--- src/rtl/core/nnpt_pkg.sv ---
`timescale 1ns / 1ps
package nnpt_pkg;

  localparam int CFG_INDEX_W = 3;
  localparam int CFG_DATA_W  = 13;

  localparam logic [CFG_INDEX_W-1:0] REG_MATCH_DISTANCE_SQ = 3'd0;
  localparam logic [CFG_INDEX_W-1:0] REG_MAX_MISSED_FRAMES = 3'd1;
  localparam logic [CFG_INDEX_W-1:0] REG_STABLE_MIN_FRAMES = 3'd2;
  localparam logic [CFG_INDEX_W-1:0] REG_COUNT_IN_FRAMES   = 3'd3;
  localparam logic [CFG_INDEX_W-1:0] REG_MAX_PEOPLE        = 3'd4;

  localparam logic ACTION_ADD   = 1'b0;
  localparam logic ACTION_CLOSE = 1'b1;

  typedef struct packed {
    logic [12:0] match_distance_sq;
    logic [7:0]  max_missed_frames;
    logic [7:0]  stable_min_frames;
    logic [7:0]  count_in_frames;
    logic [3:0]  max_people;
  } cfg_t;

  typedef enum logic [3:0] {
    OP_NONE,
    OP_ADD,
    OP_AGE,
    OP_PAIR,
    OP_SORT_RI,
    OP_SORT_LD,
    OP_SORT_RJ,
    OP_SORT_CMP,
    OP_SORT_WB,
    OP_MATCH_RD,
    OP_MATCH_UPD,
    OP_NEW,
    OP_COMPACT,
    OP_EMIT,
    OP_EMPTY,
    OP_FINISH
  } op_t;

  typedef enum logic [3:0] {
    S_IDLE,
    S_AGE,
    S_PAIR,
    S_SORT_RI,
    S_SORT_LD,
    S_SORT_RJ,
    S_SORT_CMP,
    S_SORT_WB,
    S_MATCH_RD,
    S_MATCH_UPD,
    S_NEW,
    S_COMPACT,
    S_EMIT,
    S_FINISH
  } state_t;

  typedef struct packed {
    logic pair_empty;
    logic pair_last;
    logic sort_short;
    logic sort_j_last;
    logic sort_i_last;
    logic match_last;
    logic ccount_zero;
    logic new_last;
    logic tcount_zero;
    logic compact_last;
    logic stable_zero;
    logic emit_last;
  } status_t;

endpackage

--- src/rtl/core/nnpt_ctrl.sv ---
`timescale 1ns / 1ps
module nnpt_ctrl import nnpt_pkg::*; (
  input  logic    clk,
  input  logic    rst,
  input  logic    start,
  input  logic    action,
  input  status_t st,
  output op_t     op,
  output logic    busy
);

  state_t state, state_next;

  always_ff @(posedge clk) begin
    if (rst) begin
      state <= S_IDLE;
    end else begin
      state <= state_next;
    end
  end

  always_comb begin
    state_next = state;
    op = OP_NONE;
    case (state)
      S_IDLE: begin
        if (start) begin
          if (action == ACTION_CLOSE) begin
            state_next = S_AGE;
          end else begin
            op = OP_ADD;
          end
        end
      end
      S_AGE: begin
        op = OP_AGE;
        state_next = st.pair_empty ? S_NEW : S_PAIR;
      end
      S_PAIR: begin
        op = OP_PAIR;
        if (st.pair_last) state_next = S_SORT_RI;
      end
      S_SORT_RI: begin
        if (st.sort_short) begin
          state_next = S_MATCH_RD;
        end else begin
          op = OP_SORT_RI;
          state_next = S_SORT_LD;
        end
      end
      S_SORT_LD: begin
        op = OP_SORT_LD;
        state_next = S_SORT_RJ;
      end
      S_SORT_RJ: begin
        op = OP_SORT_RJ;
        state_next = S_SORT_CMP;
      end
      S_SORT_CMP: begin
        op = OP_SORT_CMP;
        state_next = st.sort_j_last ? S_SORT_WB : S_SORT_RJ;
      end
      S_SORT_WB: begin
        op = OP_SORT_WB;
        state_next = st.sort_i_last ? S_MATCH_RD : S_SORT_RI;
      end
      S_MATCH_RD: begin
        op = OP_MATCH_RD;
        state_next = S_MATCH_UPD;
      end
      S_MATCH_UPD: begin
        op = OP_MATCH_UPD;
        state_next = st.match_last ? S_NEW : S_MATCH_RD;
      end
      S_NEW: begin
        if (st.ccount_zero) begin
          state_next = S_COMPACT;
        end else begin
          op = OP_NEW;
          if (st.new_last) state_next = S_COMPACT;
        end
      end
      S_COMPACT: begin
        if (st.tcount_zero) begin
          state_next = S_EMIT;
        end else begin
          op = OP_COMPACT;
          if (st.compact_last) state_next = S_EMIT;
        end
      end
      S_EMIT: begin
        if (st.stable_zero) begin
          op = OP_EMPTY;
          state_next = S_FINISH;
        end else begin
          op = OP_EMIT;
          if (st.emit_last) state_next = S_FINISH;
        end
      end
      S_FINISH: begin
        op = OP_FINISH;
        state_next = S_IDLE;
      end
      default: begin
        state_next = S_IDLE;
      end
    endcase
  end

  assign busy = (state != S_IDLE);

endmodule

--- src/rtl/core/nnpt_dp.sv ---
`timescale 1ns / 1ps
module nnpt_dp import nnpt_pkg::*; #(
  parameter int MAX_TRACKS     = 8,
  parameter int MAX_COMPONENTS = 8,
  parameter int COORD_BITS     = 6
) (
  input  logic                  clk,
  input  logic                  rst,
  input  op_t                   op,
  input  cfg_t                  cfg,
  input  logic [COORD_BITS-1:0] box_left,
  input  logic [COORD_BITS-1:0] box_top,
  input  logic [COORD_BITS-1:0] box_right,
  input  logic [COORD_BITS-1:0] box_bottom,
  output status_t               st,
  output logic                  strobe,
  output logic                  person_valid,
  output logic [7:0]            person_id,
  output logic [COORD_BITS-1:0] person_col,
  output logic [COORD_BITS-1:0] person_row,
  output logic [7:0]            person_duration,
  output logic [3:0]            headcount,
  output logic [15:0]           total_in,
  output logic [15:0]           total_out,
  output logic                  components_dropped,
  output logic                  last_record
);

  localparam int C         = COORD_BITS;
  localparam int TI_W      = (MAX_TRACKS > 1) ? $clog2(MAX_TRACKS) : 1;
  localparam int TC_W      = $clog2(MAX_TRACKS + 1);
  localparam int CI_W      = (MAX_COMPONENTS > 1) ? $clog2(MAX_COMPONENTS) : 1;
  localparam int CC_W      = $clog2(MAX_COMPONENTS + 1);
  localparam int MAX_PAIRS = MAX_TRACKS * MAX_COMPONENTS;
  localparam int PI_W      = (MAX_PAIRS > 1) ? $clog2(MAX_PAIRS) : 1;
  localparam int PC_W      = $clog2(MAX_PAIRS + 1);
  localparam int D_W       = 2 * C + 1;

  typedef struct packed {
    logic [7:0]   id;
    logic [C-1:0] row;
    logic [C-1:0] col;
    logic [7:0]   missed;
    logic [7:0]   dur;
    logic         counted;
  } trk_t;

  typedef struct packed {
    logic [CI_W-1:0] comp;
    logic [TI_W-1:0] trk;
    logic [D_W-1:0]  sqd;
  } pair_t;

  trk_t trk [MAX_TRACKS];
  logic [TC_W-1:0] tcount;
  logic [7:0] nid;
  logic [C-1:0] comp_row [MAX_COMPONENTS];
  logic [C-1:0] comp_col [MAX_COMPONENTS];
  logic [CC_W-1:0] ccount;
  logic overflow;
  logic [15:0] in_total;
  logic [15:0] out_total;

  logic [CI_W-1:0] pc;
  logic [TI_W-1:0] pt;
  logic [PC_W-1:0] np;
  logic [PI_W-1:0] si;
  logic [PI_W-1:0] sj;
  logic [PI_W-1:0] mi;
  pair_t cur;
  logic [MAX_COMPONENTS-1:0] cm;
  logic [MAX_TRACKS-1:0] tm;
  logic [CI_W-1:0] nc;
  logic [TI_W-1:0] ct;
  logic [TC_W-1:0] kept;
  logic [TC_W-1:0] stable_cnt;
  logic [TI_W-1:0] last_st;
  logic [TI_W-1:0] et;

  pair_t pmem [MAX_PAIRS];
  pair_t rdata;
  logic mem_we;
  logic [PI_W-1:0] waddr;
  logic [PI_W-1:0] raddr;
  pair_t wdata;

  logic [C-1:0] dr, dc;
  logic [2*C-1:0] sq_r, sq_c;
  logic [D_W-1:0] pair_sqd;
  trk_t pt_trk;
  logic swap;
  logic match_ok;
  trk_t ce, ne;
  logic drop;
  trk_t ee;
  logic [3:0] pcount;

  function automatic logic [7:0] sat_inc(input logic [7:0] v);
    return (v == 8'hFF) ? v : v + 8'd1;
  endfunction

  always_comb begin
    pt_trk = trk[pt];
    dr = (comp_row[pc] > pt_trk.row) ? comp_row[pc] - pt_trk.row : pt_trk.row - comp_row[pc];
    dc = (comp_col[pc] > pt_trk.col) ? comp_col[pc] - pt_trk.col : pt_trk.col - comp_col[pc];
    sq_r = dr * dr;
    sq_c = dc * dc;
    pair_sqd = D_W'(sq_r) + D_W'(sq_c);
  end

  assign swap = (cur.sqd > rdata.sqd);
  assign match_ok = !cm[rdata.comp] && !tm[rdata.trk] &&
                    (32'(rdata.sqd) <= 32'(cfg.match_distance_sq));

  always_comb begin
    ce = trk[ct];
    drop = (ce.missed > cfg.max_missed_frames);
    ne = ce;
    if (!ce.counted && (ce.dur > cfg.count_in_frames)) begin
      ne.counted = 1'b1;
    end
  end

  assign ee = trk[et];
  assign pcount = (32'(stable_cnt) > 32'(cfg.max_people)) ? cfg.max_people
                                                         : 4'(stable_cnt);

  always_comb begin
    mem_we = 1'b0;
    waddr = np[PI_W-1:0];
    wdata = '{comp: pc, trk: pt, sqd: pair_sqd};
    case (op)
      OP_PAIR: begin
        mem_we = 1'b1;
      end
      OP_SORT_CMP: begin
        mem_we = swap;
        waddr = sj;
        wdata = cur;
      end
      OP_SORT_WB: begin
        mem_we = 1'b1;
        waddr = si;
        wdata = cur;
      end
      default: begin
      end
    endcase
    raddr = (op == OP_SORT_RI) ? si : ((op == OP_SORT_RJ) ? sj : mi);
  end

  always_ff @(posedge clk) begin
    if (mem_we) pmem[waddr] <= wdata;
    rdata <= pmem[raddr];
  end

  always_ff @(posedge clk) begin
    if (rst) begin
      tcount <= '0;
      nid <= 8'd1;
      ccount <= '0;
      overflow <= 1'b0;
      in_total <= '0;
      out_total <= '0;
      strobe <= 1'b0;
    end else begin
      strobe <= 1'b0;
      case (op)
        OP_ADD: begin
          if (ccount < CC_W'(MAX_COMPONENTS)) begin
            comp_col[ccount[CI_W-1:0]] <= C'(({1'b0, box_left} + {1'b0, box_right}) >> 1);
            comp_row[ccount[CI_W-1:0]] <= C'(({1'b0, box_top} + {1'b0, box_bottom}) >> 1);
            ccount <= ccount + CC_W'(1);
          end else begin
            overflow <= 1'b1;
          end
        end
        OP_AGE: begin
          for (int t = 0; t < MAX_TRACKS; t++) begin
            if (TC_W'(t) < tcount) trk[t].missed <= sat_inc(trk[t].missed);
          end
          np <= '0;
          pc <= '0;
          pt <= '0;
          si <= '0;
          mi <= '0;
          nc <= '0;
          ct <= '0;
          et <= '0;
          kept <= '0;
          stable_cnt <= '0;
          last_st <= '0;
          cm <= '0;
          tm <= '0;
        end
        OP_PAIR: begin
          np <= np + PC_W'(1);
          if ((TC_W'(pt) + TC_W'(1)) == tcount) begin
            pt <= '0;
            pc <= pc + CI_W'(1);
          end else begin
            pt <= pt + TI_W'(1);
          end
        end
        OP_SORT_LD: begin
          cur <= rdata;
          sj <= si + PI_W'(1);
        end
        OP_SORT_CMP: begin
          if (swap) cur <= rdata;
          sj <= sj + PI_W'(1);
        end
        OP_SORT_WB: begin
          si <= si + PI_W'(1);
        end
        OP_MATCH_UPD: begin
          if (match_ok) begin
            cm[rdata.comp] <= 1'b1;
            tm[rdata.trk] <= 1'b1;
            trk[rdata.trk].row <= comp_row[rdata.comp];
            trk[rdata.trk].col <= comp_col[rdata.comp];
            trk[rdata.trk].missed <= '0;
            trk[rdata.trk].dur <= sat_inc(trk[rdata.trk].dur);
          end
          mi <= mi + PI_W'(1);
        end
        OP_NEW: begin
          if (!cm[nc] && (tcount < TC_W'(MAX_TRACKS))) begin
            trk[tcount[TI_W-1:0]] <= '{id: nid, row: comp_row[nc], col: comp_col[nc],
                                       missed: 8'd0, dur: 8'd1, counted: 1'b0};
            nid <= nid + 8'd1;
            tcount <= tcount + TC_W'(1);
          end
          nc <= nc + CI_W'(1);
        end
        OP_COMPACT: begin
          if (drop) begin
            if (ce.counted) out_total <= out_total + 16'd1;
            if ((TC_W'(ct) + TC_W'(1)) == tcount) tcount <= kept;
          end else begin
            if (ne.counted && !ce.counted) in_total <= in_total + 16'd1;
            trk[kept[TI_W-1:0]] <= ne;
            kept <= kept + TC_W'(1);
            if (ne.dur > cfg.stable_min_frames) begin
              stable_cnt <= stable_cnt + TC_W'(1);
              last_st <= kept[TI_W-1:0];
            end
            if ((TC_W'(ct) + TC_W'(1)) == tcount) tcount <= kept + TC_W'(1);
          end
          ct <= ct + TI_W'(1);
        end
        OP_EMIT: begin
          if (ee.dur > cfg.stable_min_frames) begin
            strobe <= 1'b1;
            person_valid <= 1'b1;
            person_id <= ee.id;
            person_col <= ee.col;
            person_row <= ee.row;
            person_duration <= ee.dur;
            headcount <= pcount;
            total_in <= in_total;
            total_out <= out_total;
            components_dropped <= overflow;
            last_record <= (et == last_st);
          end
          et <= et + TI_W'(1);
        end
        OP_EMPTY: begin
          strobe <= 1'b1;
          person_valid <= 1'b0;
          person_id <= '0;
          person_col <= '0;
          person_row <= '0;
          person_duration <= '0;
          headcount <= pcount;
          total_in <= in_total;
          total_out <= out_total;
          components_dropped <= overflow;
          last_record <= 1'b1;
        end
        OP_FINISH: begin
          ccount <= '0;
          overflow <= 1'b0;
        end
        default: begin
        end
      endcase
    end
  end

  always_comb begin
    st.pair_empty   = (ccount == '0) || (tcount == '0);
    st.pair_last    = ((CC_W'(pc) + CC_W'(1)) == ccount) &&
                      ((TC_W'(pt) + TC_W'(1)) == tcount);
    st.sort_short   = (np <= PC_W'(1));
    st.sort_j_last  = ((PC_W'(sj) + PC_W'(1)) == np);
    st.sort_i_last  = ((PC_W'(si) + PC_W'(2)) == np);
    st.match_last   = ((PC_W'(mi) + PC_W'(1)) == np);
    st.ccount_zero  = (ccount == '0);
    st.new_last     = ((CC_W'(nc) + CC_W'(1)) == ccount);
    st.tcount_zero  = (tcount == '0);
    st.compact_last = ((TC_W'(ct) + TC_W'(1)) == tcount);
    st.stable_zero  = (stable_cnt == '0);
    st.emit_last    = ((TC_W'(et) + TC_W'(1)) == tcount);
  end

endmodule

--- src/rtl/core/nearest_neighbor_people_tracker.sv ---
`timescale 1ns / 1ps
// Nearest-neighbor people tracker.
// An input transaction is taken when start is high and busy is low. An add
// transaction (action 0) stores one box center (or flags an overflow when
// the buffer is full) and leaves busy low. A close transaction (action 1)
// raises busy while the frame is processed: aging, pairing of C components
// with T tracks (P = C*T pairs), an exchange sort of the pairs in a pair
// memory, greedy matching, track creation, compaction and reporting.
// For two or more pairs the sort dominates the time busy stays high.
// Results come out as one transaction per stable track, or a single empty
// record, each marked by strobe for one cycle; the receiver cannot stall and
// the last result is on the ports in the final busy cycle.
// Configuration writes go through cfg_valid/cfg_ready, always ready; the user
// must make them only while the block is idle, which it does not enforce.
// Synchronous reset clears all tracks, totals and the component buffer,
// sets the next track id to one, and loads the register defaults.
module nearest_neighbor_people_tracker import nnpt_pkg::*; #(
  parameter int MAX_TRACKS     = 8,
  parameter int MAX_COMPONENTS = 8,
  parameter int COORD_BITS     = 6
) (
  input  logic                   clk,
  input  logic                   rst,
  input  logic                   start,
  output logic                   busy,
  input  logic                   action,
  input  logic [COORD_BITS-1:0]  box_left,
  input  logic [COORD_BITS-1:0]  box_top,
  input  logic [COORD_BITS-1:0]  box_right,
  input  logic [COORD_BITS-1:0]  box_bottom,
  output logic                   strobe,
  output logic                   person_valid,
  output logic [7:0]             person_id,
  output logic [COORD_BITS-1:0]  person_col,
  output logic [COORD_BITS-1:0]  person_row,
  output logic [7:0]             person_duration,
  output logic [3:0]             headcount,
  output logic [15:0]            total_in,
  output logic [15:0]            total_out,
  output logic                   components_dropped,
  output logic                   last_record,
  input  logic                   cfg_valid,
  output logic                   cfg_ready,
  input  logic [CFG_INDEX_W-1:0] cfg_index,
  input  logic [CFG_DATA_W-1:0]  cfg_data
);

  cfg_t cfg;
  op_t op;
  status_t st;

  assign cfg_ready = 1'b1;

  always_ff @(posedge clk) begin
    if (rst) begin
      cfg.match_distance_sq <= 13'd9;
      cfg.max_missed_frames <= 8'd5;
      cfg.stable_min_frames <= 8'd4;
      cfg.count_in_frames <= 8'd8;
      cfg.max_people <= 4'd2;
    end else if (cfg_valid && cfg_ready) begin
      case (cfg_index)
        REG_MATCH_DISTANCE_SQ: cfg.match_distance_sq <= cfg_data;
        REG_MAX_MISSED_FRAMES: cfg.max_missed_frames <= cfg_data[7:0];
        REG_STABLE_MIN_FRAMES: cfg.stable_min_frames <= cfg_data[7:0];
        REG_COUNT_IN_FRAMES:   cfg.count_in_frames <= cfg_data[7:0];
        REG_MAX_PEOPLE:        cfg.max_people <= cfg_data[3:0];
        default: begin
        end
      endcase
    end
  end

  nnpt_ctrl u_ctrl (
    .clk    (clk),
    .rst    (rst),
    .start  (start),
    .action (action),
    .st     (st),
    .op     (op),
    .busy   (busy)
  );

  nnpt_dp #(
    .MAX_TRACKS     (MAX_TRACKS),
    .MAX_COMPONENTS (MAX_COMPONENTS),
    .COORD_BITS     (COORD_BITS)
  ) u_dp (
    .clk                (clk),
    .rst                (rst),
    .op                 (op),
    .cfg                (cfg),
    .box_left           (box_left),
    .box_top            (box_top),
    .box_right          (box_right),
    .box_bottom         (box_bottom),
    .st                 (st),
    .strobe             (strobe),
    .person_valid       (person_valid),
    .person_id          (person_id),
    .person_col         (person_col),
    .person_row         (person_row),
    .person_duration    (person_duration),
    .headcount          (headcount),
    .total_in           (total_in),
    .total_out          (total_out),
    .components_dropped (components_dropped),
    .last_record        (last_record)
  );

  a_strobe_busy: assert property (@(posedge clk) disable iff (rst)
    strobe |-> busy) else $error("result strobe while idle");

  a_empty_last: assert property (@(posedge clk) disable iff (rst)
    (strobe && !person_valid) |-> last_record) else $error("empty record not last");

  a_count_cap: assert property (@(posedge clk) disable iff (rst)
    strobe |-> (headcount <= cfg.max_people)) else $error("people count above cap");

  a_last_ends: assert property (@(posedge clk) disable iff (rst)
    (strobe && last_record) |=> !strobe) else $error("record after last record");

endmodule
--- config.mk ---
export PLATFORM = sky130hd
export DESIGN_NAME = nearest_neighbor_people_tracker
export DESIGN_NICKNAME = d
export VERILOG_FILES = /design/src/rtl/core/nnpt_pkg.sv /design/src/rtl/core/nnpt_ctrl.sv /design/src/rtl/core/nnpt_dp.sv /design/src/rtl/core/nearest_neighbor_people_tracker.sv
export SDC_FILE = /design/constraint.sdc
export NUM_CORES = 2
export LEC_CHECK = 0
export BUFFER_PORTS_ARGS = -buffer_cell sky130_fd_sc_hd__buf_4
export CAP_MARGIN = 20
export CORE_MARGIN = 4
export CORE_UTILIZATION = 50
export DETAILED_ROUTE_END_ITERATION = 12
export PLACE_DENSITY = 0.66
export SLEW_MARGIN = 20
export SYNTH_ARGS = -nofsm -noshare
export SYNTH_HDL_FRONTEND = slang
export SYNTH_SLANG_ARGS = --single-unit
export TNS_END_PERCENT = 30
--- constraint.sdc ---
create_clock -name clk -period 26.2 [get_ports clk]
set_input_delay 7.86 -clock clk [delete_from_list [all_inputs] [get_ports clk]]
set_output_delay 7.86 -clock clk [all_outputs]
set_load 0.01 [all_outputs]
==> impl_metrics.toml <==
[status]
status = "complete, no violations"

[worst_setup_path]
endpoint_kind = "flip-flop"
crit_path_max_fanout = 23
critPathKind = "in2reg"
start_kind = "input pin"
required_ns = 26.62
worstPathArrival_ns = 11.38

[flow_run]
cap_violations = 0

[place]
finalWeightedCongestion = 0.884
hpwl_mm = 135
io_buffers = 113

[cts]
hold_buffers = 0
cts_setup_buffers = 0
clockBufferDepth = 3
cts_buffers = 191
clk_pin_slew_ns = 0.06
clk_latency_ns = 0.86
post_cts_resized = 0
cts_num_sinks = 1890
cts_tree = "built"
htreeDepth = 4
root_buffer = "clkbuf_16"

[sta]
maxSlewHeadroom_pct = 21.8
timing.fmax_mhz = 91.3
period_share_pct = 41.8
period_needed_ns = 10.95
rsz0062_at_grt = "false"
worst_slew_pin_slew_ns = 1.17
hold_violations = 0
setup_viol = 0
tns_ns = 0
clock_skew_ns = 0.0720
finalMaxSlewViolations = 0

[synthesis]
synth.top_cells.by_area = "edfxtp_1, mux2i_1, mux4_2"
syn_area_mm2 = 0.0862
synth_cells = 6114
avgSynthCellArea_um2 = 14.1
synth-async-reset-ratio_pct = 0
synth_largest_area_cell = "edfxtp_1"
synth_nets = 6351
synth_cell_types = 82
ys.flop_type = "edfxtp_1"
ys_ff_latch = 1890
synth_top_area_share_pct = 61.4
ys_seq_area_share_pct = 64.4
synth_edf_count = 1761
yosysWarningCount = 0

[floorplan]
die_area_mm2 = 0.179
rows = 152
core-area_mm2 = 0.172
ios = 115
dieHeight_um = 423
initial_utilization_pct = 50.2
chipWidth_um = 423

[drt]
postRouteAntennaNets = 0
wl_per_cell_um = 25.3
drt_pass1_iterations = 6
drt_iter0_drc = 5194
wl_mm = 221
drc_errors = 0
vias_per_cell = 6.00
vias = 52333

[global_route]
grt_overflow = 0
grt_start_max_net_pins = 189
grt_pass1_wl_mm = 329
grt_pass1_vias = 51197
grt.total_usage_pct = 24.2
antenna_found_initial = 8

[cells_and_area]
layout_common_cells = "edfxtp_1, nand2_1, mux2i_1"
num-fill-cells = 13641
area_growth_syn_to_layout_pct = 12.1
drive_gt1_share_pct = 15.4
fin_nets = 6482
layout_commonest_cell = "edfxtp_1"

[min_path]
timing.hold.worst.class = "reg2reg"
[stage by stage]
step / util (%) / hold slack (ns) / cell area, um2 / std cells / worst slack (ns)
2_1_floorplan: - / 0.406 / 86200 / 6114 / 14.14
3_3_place_gp: 52.6 / 0.416 / 90200 / 8354 / 14.46
3_5_place_dp: 52.6 / 0.415 / 90300 / 8358 / 14.39
4_1_cts: 56.3 / 0.430 / 96500 / 8712 / 15.21
5_1_grt: 56.3 / 0.450 / 96600 / 8716 / 14.30
6_report: 56.3 / 0.431 / 96600 / 8721 / 15.25
[sequential cells by signal, indices dropped and copies added (netlist names), 7 cells and up, named ones only]
signal and flops:
cfg 41, u_dp.cm 8, u_dp.comp_col 48, u_dp.comp_row 48, u_dp.cur 19, u_dp.in_total 16, u_dp.nid 8, u_dp.np 7
u_dp.out_total 16, u_dp.person_duration 8, u_dp.person_id 8, u_dp.pmem 1216, u_dp.rdata 19, u_dp.tm 8, u_dp.total_in 16, u_dp.total_out 16
u_dp.trk 296
[synth_stat cells (all sizes together) (20+ instances only)]
master	n
edfxtp	1761
nand2	939
mux2i	640
nand3	253
nor2	247
clkbuf	215
mux4	215
inv	199
a32oi	151
ha	151
a21oi	132
dfxtp	129
buf	128
xnor2	96
nor3	92
o21ai	91
nand4	87
mux2	75
xor2	66
fa	41
nor2b	31
and3	29
a21o	28
and2	25
or4	20
[critical path: stages]
cell	delay [ns]
buf_4	0.11
nor3b_1	0.13
buf_4	0.19
a2111oi_0	0.69
nand2_1	0.86
o21ai_1	0.76
o21a_1	0.76
[cell families (layout without fill, tap and decap cells)]
group	after synthesis	in the layout	share of synthesized area (%)
buffers and inverters	543	835	2.71
and+or+nand+nor	1810	1810	9.31
xor gates and xnor gates	162	162	1.65
DFF	1890	1890	64.4
other	1	6	0.00435
adders and majority gates	193	193	3.16
muxes	930	930	14.0
AOI/OAI and AO/OA	585	585	4.77
[final cells by class]
cell class | instances | area [um2] | share of cell area, %
clock inverters | 104 | 1180 | 1.23
diodes | 5 | 12.5 | 0.0130
flip-flops and latches | 1890 | 55500 | 57.4
inverters | 200 | 751 | 0.777
well taps | 2310 | 2890 | 2.99
clock buffers | 250 | 5050 | 5.23
multi-input cells | 3681 | 29000 | 30.0
repair buffers | 281 | 2210 | 2.29
[final timing paths]
| path | slack, ns | cells past startpoint | from | end |
|---|---|---|---|---|
| worst max-delay path | 15.25 | 7 | start | u_dp.tm[0] |
| worst min-delay path | 0.43 | 0 | u_dp.in_total[15] | u_dp.total_in[15] |
| worst max register to register | 15.27 | 35 | flip-flop | u_dp.pmem[54][12] |
| worst min register to register | 0.43 | 0 | u_dp.in_total[15] | u_dp.total_in[15] |
[metal layers]
layer,GRT usage [%],vias to the layer above,share of wire (%)
li1,-,23448,-
met1,32.5,26417,40
met2,40.2,2062,49
met3,3.77,404,7.2
met4,8.80,2,3.7
met5,0,-,0.0032
Power is not shown: default switching activity piles up to over one toggle a cycle in this logic, so the estimate is an artifact.
